===== config.mk =====
export PLATFORM = sky130hd
export DESIGN_NAME = modular_matrix_power_3x3_unit
export DESIGN_NICKNAME = d
export VERILOG_FILES = /design/src/rtl/core/mmp3_pkg.sv /design/src/rtl/core/mmp3_modred.sv /design/src/rtl/core/modular_matrix_power_3x3_unit.sv
export SDC_FILE = /design/constraint.sdc
export NUM_CORES = 2
export LEC_CHECK = 0
export BUFFER_PORTS_ARGS = -buffer_cell sky130_fd_sc_hd__buf_4
export CAP_MARGIN = 20
export CORE_ASPECT_RATIO = 0.6
export CORE_MARGIN = 5
export CORE_UTILIZATION = 62
export DETAILED_ROUTE_END_ITERATION = 10
export PLACE_DENSITY_LB_ADDON = 0.12
export SLEW_MARGIN = 20
export SYNTH_ARGS = -nofsm -noshare
export SYNTH_HDL_FRONTEND = slang
export SYNTH_SLANG_ARGS = --single-unit
export TNS_END_PERCENT = 50

===== constraint.sdc =====
create_clock -name clk -period 12.2 [get_ports clk]
set_input_delay 0.61 -clock clk [delete_from_list [all_inputs] [get_ports clk]]
set_output_delay 0.61 -clock clk [all_outputs]
set_load 0.1 [all_outputs]

===== src/rtl/core/mmp3_pkg.sv =====
// ----------------------------------------------------------------------------
// mmp3_pkg
// Shared types and constants for the modular 3x3 matrix power unit.
// ----------------------------------------------------------------------------
`default_nettype none

package mmp3_pkg;

    localparam int unsigned DIM     = 3;
    localparam int unsigned N_ENT   = DIM * DIM;
    localparam int unsigned IDX_W   = $clog2(N_ENT);
    localparam int unsigned RC_W    = $clog2(DIM);
    localparam int unsigned FIELD_W = 31;
    localparam int unsigned PROD_W  = 2 * FIELD_W;
    localparam int unsigned SUM_W   = PROD_W + 1;
    localparam int unsigned RCNT_W  = $clog2(SUM_W);

    localparam logic [FIELD_W-1:0] MOD_RESET = FIELD_W'(1000000007);

    typedef struct packed {
        logic [FIELD_W-1:0] base_00;
        logic [FIELD_W-1:0] base_01;
        logic [FIELD_W-1:0] base_02;
        logic [FIELD_W-1:0] base_10;
        logic [FIELD_W-1:0] base_11;
        logic [FIELD_W-1:0] base_12;
        logic [FIELD_W-1:0] base_20;
        logic [FIELD_W-1:0] base_21;
        logic [FIELD_W-1:0] base_22;
        logic [FIELD_W-1:0] exponent;
    } mmp3_in_t;

    typedef struct packed {
        logic [FIELD_W-1:0] power_00;
        logic [FIELD_W-1:0] power_01;
        logic [FIELD_W-1:0] power_02;
        logic [FIELD_W-1:0] power_10;
        logic [FIELD_W-1:0] power_11;
        logic [FIELD_W-1:0] power_12;
        logic [FIELD_W-1:0] power_20;
        logic [FIELD_W-1:0] power_21;
        logic [FIELD_W-1:0] power_22;
    } mmp3_out_t;

    // reducer status back to the sequencer
    typedef struct packed {
        logic busy;
        logic done;
    } mmp3_red_status_t;

    typedef enum logic [2:0] {
        ST_IDLE,
        ST_MUL,
        ST_ACC,
        ST_RED,
        ST_COPY,
        ST_OUT
    } mmp3_state_t;

    function automatic logic [IDX_W-1:0] idx(input logic [RC_W-1:0] r,
                                             input logic [RC_W-1:0] c);
        logic [IDX_W+RC_W:0] rw;
        logic [IDX_W+RC_W:0] cw;
        logic [IDX_W+RC_W:0] t;
        rw = (IDX_W+RC_W+1)'(r);
        cw = (IDX_W+RC_W+1)'(c);
        t  = rw * (IDX_W+RC_W+1)'(DIM) + cw;
        return t[IDX_W-1:0];
    endfunction

endpackage

`default_nettype wire


===== src/rtl/core/mmp3_modred.sv =====
// ----------------------------------------------------------------------------
// mmp3_modred
// Bit-serial restoring remainder: x mod m, one dividend bit per cycle.
// ----------------------------------------------------------------------------
`default_nettype none

module mmp3_modred (
    input  wire logic                          clk,
    input  wire logic                          rst_n,
    input  wire logic                          start,
    input  wire logic [mmp3_pkg::SUM_W-1:0]    x,
    input  wire logic [mmp3_pkg::FIELD_W-1:0]  m,
    output mmp3_pkg::mmp3_red_status_t         status,
    output logic      [mmp3_pkg::FIELD_W-1:0]  rem
);

    logic [mmp3_pkg::SUM_W-1:0]   x_reg;
    logic [mmp3_pkg::FIELD_W-1:0] r_reg;
    logic [mmp3_pkg::RCNT_W-1:0]  cnt_reg;
    logic                         busy_reg;
    logic                         done_reg;
    logic [mmp3_pkg::FIELD_W:0]   trial;
    logic [mmp3_pkg::FIELD_W:0]   r_next;

    // r < m, so 2r+1 fits one extra bit
    always_comb
    begin
        trial = {r_reg, x_reg[mmp3_pkg::SUM_W-1]};
        if (trial >= {1'b0, m})
        begin
            r_next = trial - {1'b0, m};
        end
        else
        begin
            r_next = trial;
        end
    end

    always_ff @(posedge clk or negedge rst_n)
    begin
        if (!rst_n)
        begin
            busy_reg <= 1'b0;
            done_reg <= 1'b0;
            cnt_reg  <= '0;
        end
        else
        begin
            done_reg <= 1'b0;
            if (start)
            begin
                busy_reg <= 1'b1;
                cnt_reg  <= mmp3_pkg::RCNT_W'(mmp3_pkg::SUM_W - 1);
            end
            else if (busy_reg)
            begin
                cnt_reg <= cnt_reg - 1'b1;
                if (cnt_reg == '0)
                begin
                    busy_reg <= 1'b0;
                    done_reg <= 1'b1;
                end
            end
        end
    end

    always_ff @(posedge clk)
    begin
        if (start)
        begin
            x_reg <= x;
            r_reg <= '0;
        end
        else if (busy_reg)
        begin
            x_reg <= {x_reg[mmp3_pkg::SUM_W-2:0], 1'b0};
            r_reg <= r_next[mmp3_pkg::FIELD_W-1:0];
        end
    end

    assign status.busy = busy_reg;
    assign status.done = done_reg;
    assign rem         = r_reg;

endmodule

`default_nettype wire


===== src/rtl/core/modular_matrix_power_3x3_unit.sv =====
// ----------------------------------------------------------------------------
// modular_matrix_power_3x3_unit
// 3x3 matrix power modulo a configurable modulus, square-and-multiply.
// ----------------------------------------------------------------------------
// Sequence: each MAC is a multiply, an add, then the bit-serial reducer;
//   a matrix product is 27 MACs plus one copy step.
//   Total work is L + P matrix products, L = exponent bit length, P = its popcount;
//   exponent zero returns the identity.
// Throughput: one beat at a time; in_stall is high from accept until the result
//   beat is taken. Reset: control clears, modulus returns to 1000000007.
`default_nettype none

module modular_matrix_power_3x3_unit (
    input  wire logic                          clk,
    input  wire logic                          rst_n,
    input  wire logic                          cfg_write_en,
    input  wire logic [mmp3_pkg::FIELD_W-1:0]  cfg_write_data,
    input  wire logic                          in_valid,
    output logic                               in_stall,
    input  wire mmp3_pkg::mmp3_in_t            in_data,
    output logic                               out_valid,
    input  wire logic                          out_stall,
    output mmp3_pkg::mmp3_out_t                out_data
);

    localparam int unsigned FW = mmp3_pkg::FIELD_W;
    localparam int unsigned RW = mmp3_pkg::RC_W;

    mmp3_pkg::mmp3_state_t state_reg;
    mmp3_pkg::mmp3_state_t state_next;

    logic [FW-1:0] modulus_reg;
    logic [FW-1:0] eff_mod;

    // matrices: accumulator, running base, product scratch
    logic [FW-1:0] a_reg [mmp3_pkg::N_ENT];
    logic [FW-1:0] b_reg [mmp3_pkg::N_ENT];
    logic [FW-1:0] t_reg [mmp3_pkg::N_ENT];

    logic [FW-1:0]               exp_reg;
    logic [RW-1:0]               i_reg;
    logic [RW-1:0]               j_reg;
    logic [RW-1:0]               k_reg;
    logic                        sq_reg;     // 1: squaring base, 0: acc * base
    logic [FW-1:0]               part_reg;   // partial dot product, reduced
    logic [mmp3_pkg::PROD_W-1:0] prod_reg;

    logic [FW-1:0]              op_x;
    logic [FW-1:0]              op_y;
    logic                       red_start;
    logic [mmp3_pkg::SUM_W-1:0] red_x;
    logic [FW-1:0]              red_rem;
    mmp3_pkg::mmp3_red_status_t red_st;

    logic in_fire;
    logic out_fire;
    logic last_k;
    logic last_ent;

    assign eff_mod  = (modulus_reg == '0) ? FW'(1) : modulus_reg;
    assign in_fire  = in_valid && !in_stall;
    assign out_fire = out_valid && !out_stall;
    assign last_k   = (k_reg == RW'(mmp3_pkg::DIM - 1));
    assign last_ent = (i_reg == RW'(mmp3_pkg::DIM - 1)) && (j_reg == RW'(mmp3_pkg::DIM - 1));

    // shared operand select for the single multiplier
    assign op_x  = sq_reg ? b_reg[mmp3_pkg::idx(i_reg, k_reg)]
                          : a_reg[mmp3_pkg::idx(i_reg, k_reg)];
    assign op_y  = b_reg[mmp3_pkg::idx(k_reg, j_reg)];
    assign red_x = mmp3_pkg::SUM_W'(prod_reg) + mmp3_pkg::SUM_W'(part_reg);

    mmp3_modred u_modred (
        .clk    (clk),
        .rst_n  (rst_n),
        .start  (red_start),
        .x      (red_x),
        .m      (eff_mod),
        .status (red_st),
        .rem    (red_rem)
    );

    // next state
    always_comb
    begin
        state_next = state_reg;
        unique case (state_reg)
            mmp3_pkg::ST_IDLE:
            begin
                if (in_fire)
                begin
                    state_next = (in_data.exponent == '0) ? mmp3_pkg::ST_OUT
                                                          : mmp3_pkg::ST_MUL;
                end
            end
            mmp3_pkg::ST_MUL:
            begin
                state_next = mmp3_pkg::ST_ACC;
            end
            mmp3_pkg::ST_ACC:
            begin
                state_next = mmp3_pkg::ST_RED;
            end
            mmp3_pkg::ST_RED:
            begin
                if (red_st.done)
                begin
                    state_next = (last_k && last_ent) ? mmp3_pkg::ST_COPY
                                                      : mmp3_pkg::ST_MUL;
                end
            end
            mmp3_pkg::ST_COPY:
            begin
                // after a square, stop once no set exponent bits remain
                if (sq_reg && (exp_reg[FW-1:1] == '0))
                begin
                    state_next = mmp3_pkg::ST_OUT;
                end
                else
                begin
                    state_next = mmp3_pkg::ST_MUL;
                end
            end
            mmp3_pkg::ST_OUT:
            begin
                if (out_fire)
                begin
                    state_next = mmp3_pkg::ST_IDLE;
                end
            end
            default:
            begin
                state_next = mmp3_pkg::ST_IDLE;
            end
        endcase
    end

    // outputs
    always_comb
    begin
        in_stall  = 1'b1;
        out_valid = 1'b0;
        red_start = 1'b0;
        unique case (state_reg)
            mmp3_pkg::ST_IDLE: in_stall  = 1'b0;
            mmp3_pkg::ST_ACC:  red_start = 1'b1;
            mmp3_pkg::ST_OUT:  out_valid = 1'b1;
            default:
            begin
                in_stall = 1'b1;
            end
        endcase
    end

    always_ff @(posedge clk or negedge rst_n)
    begin
        if (!rst_n)
        begin
            state_reg   <= mmp3_pkg::ST_IDLE;
            modulus_reg <= mmp3_pkg::MOD_RESET;
            i_reg       <= '0;
            j_reg       <= '0;
            k_reg       <= '0;
            sq_reg      <= 1'b0;
            exp_reg     <= '0;
        end
        else
        begin
            state_reg <= state_next;
            if (cfg_write_en)
            begin
                modulus_reg <= cfg_write_data;
            end
            unique case (state_reg)
                mmp3_pkg::ST_IDLE:
                begin
                    i_reg <= '0;
                    j_reg <= '0;
                    k_reg <= '0;
                    if (in_fire)
                    begin
                        exp_reg <= in_data.exponent;
                        sq_reg  <= !in_data.exponent[0];
                    end
                end
                mmp3_pkg::ST_RED:
                begin
                    if (red_st.done)
                    begin
                        if (!last_k)
                        begin
                            k_reg <= k_reg + 1'b1;
                        end
                        else
                        begin
                            k_reg <= '0;
                            if (j_reg == RW'(mmp3_pkg::DIM - 1))
                            begin
                                j_reg <= '0;
                                i_reg <= last_ent ? '0 : i_reg + 1'b1;
                            end
                            else
                            begin
                                j_reg <= j_reg + 1'b1;
                            end
                        end
                    end
                end
                mmp3_pkg::ST_COPY:
                begin
                    if (sq_reg)
                    begin
                        exp_reg <= {1'b0, exp_reg[FW-1:1]};
                        sq_reg  <= !exp_reg[1];
                    end
                    else
                    begin
                        sq_reg <= 1'b1;
                    end
                end
                default:
                begin
                    sq_reg <= sq_reg;
                end
            endcase
        end
    end

    // datapath, no reset
    always_ff @(posedge clk)
    begin
        unique case (state_reg)
            mmp3_pkg::ST_IDLE:
            begin
                part_reg <= '0;
                if (in_fire)
                begin
                    b_reg[0] <= in_data.base_00;
                    b_reg[1] <= in_data.base_01;
                    b_reg[2] <= in_data.base_02;
                    b_reg[3] <= in_data.base_10;
                    b_reg[4] <= in_data.base_11;
                    b_reg[5] <= in_data.base_12;
                    b_reg[6] <= in_data.base_20;
                    b_reg[7] <= in_data.base_21;
                    b_reg[8] <= in_data.base_22;
                    for (int r = 0; r < mmp3_pkg::DIM; r++)
                    begin
                        for (int c = 0; c < mmp3_pkg::DIM; c++)
                        begin
                            a_reg[r * mmp3_pkg::DIM + c] <= (r == c) ? FW'(1) : '0;
                        end
                    end
                end
            end
            mmp3_pkg::ST_MUL:
            begin
                prod_reg <= op_x * op_y;
            end
            mmp3_pkg::ST_RED:
            begin
                if (red_st.done)
                begin
                    if (last_k)
                    begin
                        t_reg[mmp3_pkg::idx(i_reg, j_reg)] <= red_rem;
                        part_reg <= '0;
                    end
                    else
                    begin
                        part_reg <= red_rem;
                    end
                end
            end
            mmp3_pkg::ST_COPY:
            begin
                for (int n = 0; n < mmp3_pkg::N_ENT; n++)
                begin
                    if (sq_reg)
                    begin
                        b_reg[n] <= t_reg[n];
                    end
                    else
                    begin
                        a_reg[n] <= t_reg[n];
                    end
                end
            end
            default:
            begin
                part_reg <= part_reg;
            end
        endcase
    end

    assign out_data.power_00 = a_reg[0];
    assign out_data.power_01 = a_reg[1];
    assign out_data.power_02 = a_reg[2];
    assign out_data.power_10 = a_reg[3];
    assign out_data.power_11 = a_reg[4];
    assign out_data.power_12 = a_reg[5];
    assign out_data.power_20 = a_reg[6];
    assign out_data.power_21 = a_reg[7];
    assign out_data.power_22 = a_reg[8];

    // reducer finishes only while the sequencer waits on it
    a_done_in_red: assert property (@(posedge clk) disable iff (!rst_n)
        red_st.done |-> (state_reg == mmp3_pkg::ST_RED))
        else $error("reducer done outside reduce state");

    // reducer busy right after each start
    a_red_busy: assert property (@(posedge clk) disable iff (!rst_n)
        (state_reg == mmp3_pkg::ST_ACC) |=> red_st.busy)
        else $error("reducer not busy after start");

    // running partial sum always reduced
    a_part_reduced: assert property (@(posedge clk) disable iff (!rst_n)
        (state_reg == mmp3_pkg::ST_MUL) |-> (part_reg < eff_mod))
        else $error("partial sum not below modulus");

    // accepted beat leaves idle
    a_accept_busy: assert property (@(posedge clk) disable iff (!rst_n)
        in_fire |=> (state_reg != mmp3_pkg::ST_IDLE))
        else $error("still idle after accept");

endmodule

`default_nettype wire

==> run metrics <==
outcome finished, final reports clean; core box area 0.1313 mm^2; Final Hold Fails 0; synth top area cells edfxtp_1 (36%), fa_1 (21%), nand2_1 (7.1%); PnR Total Power 9.307 mW; async set-reset flop share out of synthesis a little over 7%; FMAX approximately 84 MHz; clk root buf clkbuf_16; IO buf count 626; RSZ-0062 raised after global routing false; Final Slew Violations 0; Period Utilization, post-route 97.27%; dpl hpwl approximately 230 mm; drt pass-1 iters 6; Clk Latency, worst-skew pair slightly above 0.7 ns; H-tree depth 3; Most common cell on crit path fa_1; post-route minimum period ~12 ns; net count after synthesis 9009; DRC viols 0; die area between 0.1 and 0.15 mm^2; FF+latch count, synth about 1.1k; final setup fails 0; vias in the first global route roughly 62k; M1 WL between 100 and 150 mm; placed cell count just under 10k; Worst Path Required 12.64 ns; setup tns final 0 ns; worst slew pin tran approximately 1.3 ns; slowest stage delay, CP approximately 0.7 ns; Critical Path End Type flip-flop; Place WS ~0.68 ns; Post-DP Area 0.08921 mm^2; Finished Cell Area ~0.093 mm^2; register area share after synthesis 39.65%; Power Dens Cells ~100 mW/mm^2; highest metal used met5; Hold Crit Start cfg_write_data[8]; first-pass GRT wire length ~440 mm; syn avg cell area 10.92 um^2; Synth top area share 36.45%; number of synthesized flops with an enable pin 993; I/O Pins roughly 630; Static Leak roughly 41 nW; worst hold margin 0.1052 ns; Hold WC Path Type input port to flip-flop; Top FF cell, synth edfxtp_1; chip width 478.9 um; non-filler instance count after layout around 9.8k; Synth Cell Area between 0.08 and 0.09 mm^2; Ys Warns 0; WP data arrival 12.31 ns; vias per inst ~6.4; Row Count 103; final core occ between 70% and 80%; initial antenna violation count 20; share of cells above drive strength 1 ~16%; CTS Sinks 1103; Synth top cells by count nand2_1 (1558), edfxtp_1 (993), inv_1 (876); Mapped Cells about 7.5k; Die Span Y between 200 and 300 um; critical path class flip-flop to flip-flop; maximum vdd ir drop 0.0001342 V; via count about 63k; clk slew on worst S/H paths ~0.07 ns; post-CTS sizing 0; Area growth syn-to-layout 13.32%; count leader, synth nand2_1; fin worst setup slack between 0.3 and 0.4 ns; Post-DRT Antenna Nets 0; CTS tree yes; slowest CP cell o21a_1; met3 wire len ~52 mm; Initial Utilization between 60 and 70%; Clock Tree Buf Depth 3; nets@finish 9531; startpoint types flip-flop; dominant cell type by area after synthesis edfxtp_1; total grt overflow 0; Max-cap violations 0; Final Routed Wirelength approximately 300 mm; wire length on met2 approximately 120 mm; GP Congestion between 1 and 1.5; Max-Slew Margin vs Limit 13.17%; clk_skew about 0.046 ns; number of distinct library cells after synthesis between 70 and 80; crit path launch i_reg[0]; crit-path max FO 24; CTS Buf Count 101; wire per inst between 30 and 40 um; pin count of the biggest net entering global routing roughly 240; Initial DRC Count 8913; Total Routing Usage GR about 44%; reg2reg start i_reg[0]
-- cells by family after synthesis --
family                     share of synthesized area (%)
and+or+nand+nor                                    14.50
buffers and inverters                              6.003
adders and majority gates                          25.69
DFF                                                39.65
AOI/OAI and AO/OA                                  5.116
muxes                                              7.511
xor gates and xnor gates                           1.530
-- critical path, delay by kind of cell (launching register included) --
family	cells	cell delay, ns
fa+ha+maj	11	5.53
buf+inv	8	1.13
compound gates	9	2.70
simple gates	2	0.30
mux	2	1.08
xor+xnor	2	0.33
flops	1	0.49
-- cell usage in the layout, fill, tap and decap left out, drive strengths merged, types with 26 or more instances in the layout --
| cell | instances |
|---|---|
| clkbuf | 118 |
| a21oi | 166 |
| mux4 | 217 |
| o21ai | 235 |
| mux2i | 120 |
| a31oi | 28 |
| and2 | 318 |
| nor4 | 31 |
| edfxtp | 993 |
| a21o | 87 |
| buf | 831 |
| and3 | 53 |
| dfrtp | 63 |
| nor2 | 577 |
| nor2b | 26 |
| xor2 | 52 |
| ha | 331 |
| clkinv | 52 |
| fa | 843 |
| nand3 | 40 |
| o21a | 31 |
| nor3 | 38 |
| dfxtp | 31 |
| xnor2 | 90 |
| nand2b | 30 |
| inv | 881 |
| nand4 | 33 |
| nand2 | 1559 |
-- where the power goes --
part           switching [mW]  internal, mW  total, mW
Combinational           0.877         0.524       1.40
Sequential              0.230          4.33       4.56
Clock                    1.49          1.86       3.35
-- layout make-up --
| cell class | count | area (um^2) |
|---|---|---|
| diodes | 16 | 40.04 |
| inverters | 882 | 3318 |
| clock buffers | 118 | 2644 |
| repair buffers | 832 | 6419 |
| fillers | 9578 | 38620 |
| clock inverters | 71 | 774.5 |
| well taps | 1732 | 2167 |
| flip-flops and latches | 1103 | 32440 |
| multi-input cells | 5091 | 44900 |
-- timing repair --
action / 4_1_cts / 5_1_grt
setup buffers: 0 / 0
hold endpoints to repair: 0 / 26
hold buffers: 0 / 1
-- path summary, 6_finish.rpt --
kind	to	slack, ns	cells past startpoint
setup / recovery	prod_reg[59]	0.33	34
hold / removal	modulus_reg[8]	0.11	3
setup reg to reg	prod_reg[59]	0.33	34
hold reg to reg	a_reg[7][13]	0.51	1
max in group asynchronous	sq_reg	11.13	2
min in group asynchronous	modulus_reg[26]	0.51	2
-- layer usage --
metal / global-route usage (%) / up-vias
met2: 56.76 / 5026
met5: 0.9918 / -
met3: 19.97 / 737
met4: 21.35 / 8
li1: - / 25730
met1: 61.35 / 31020
Note: power is estimated with default switching activity, not from simulation.
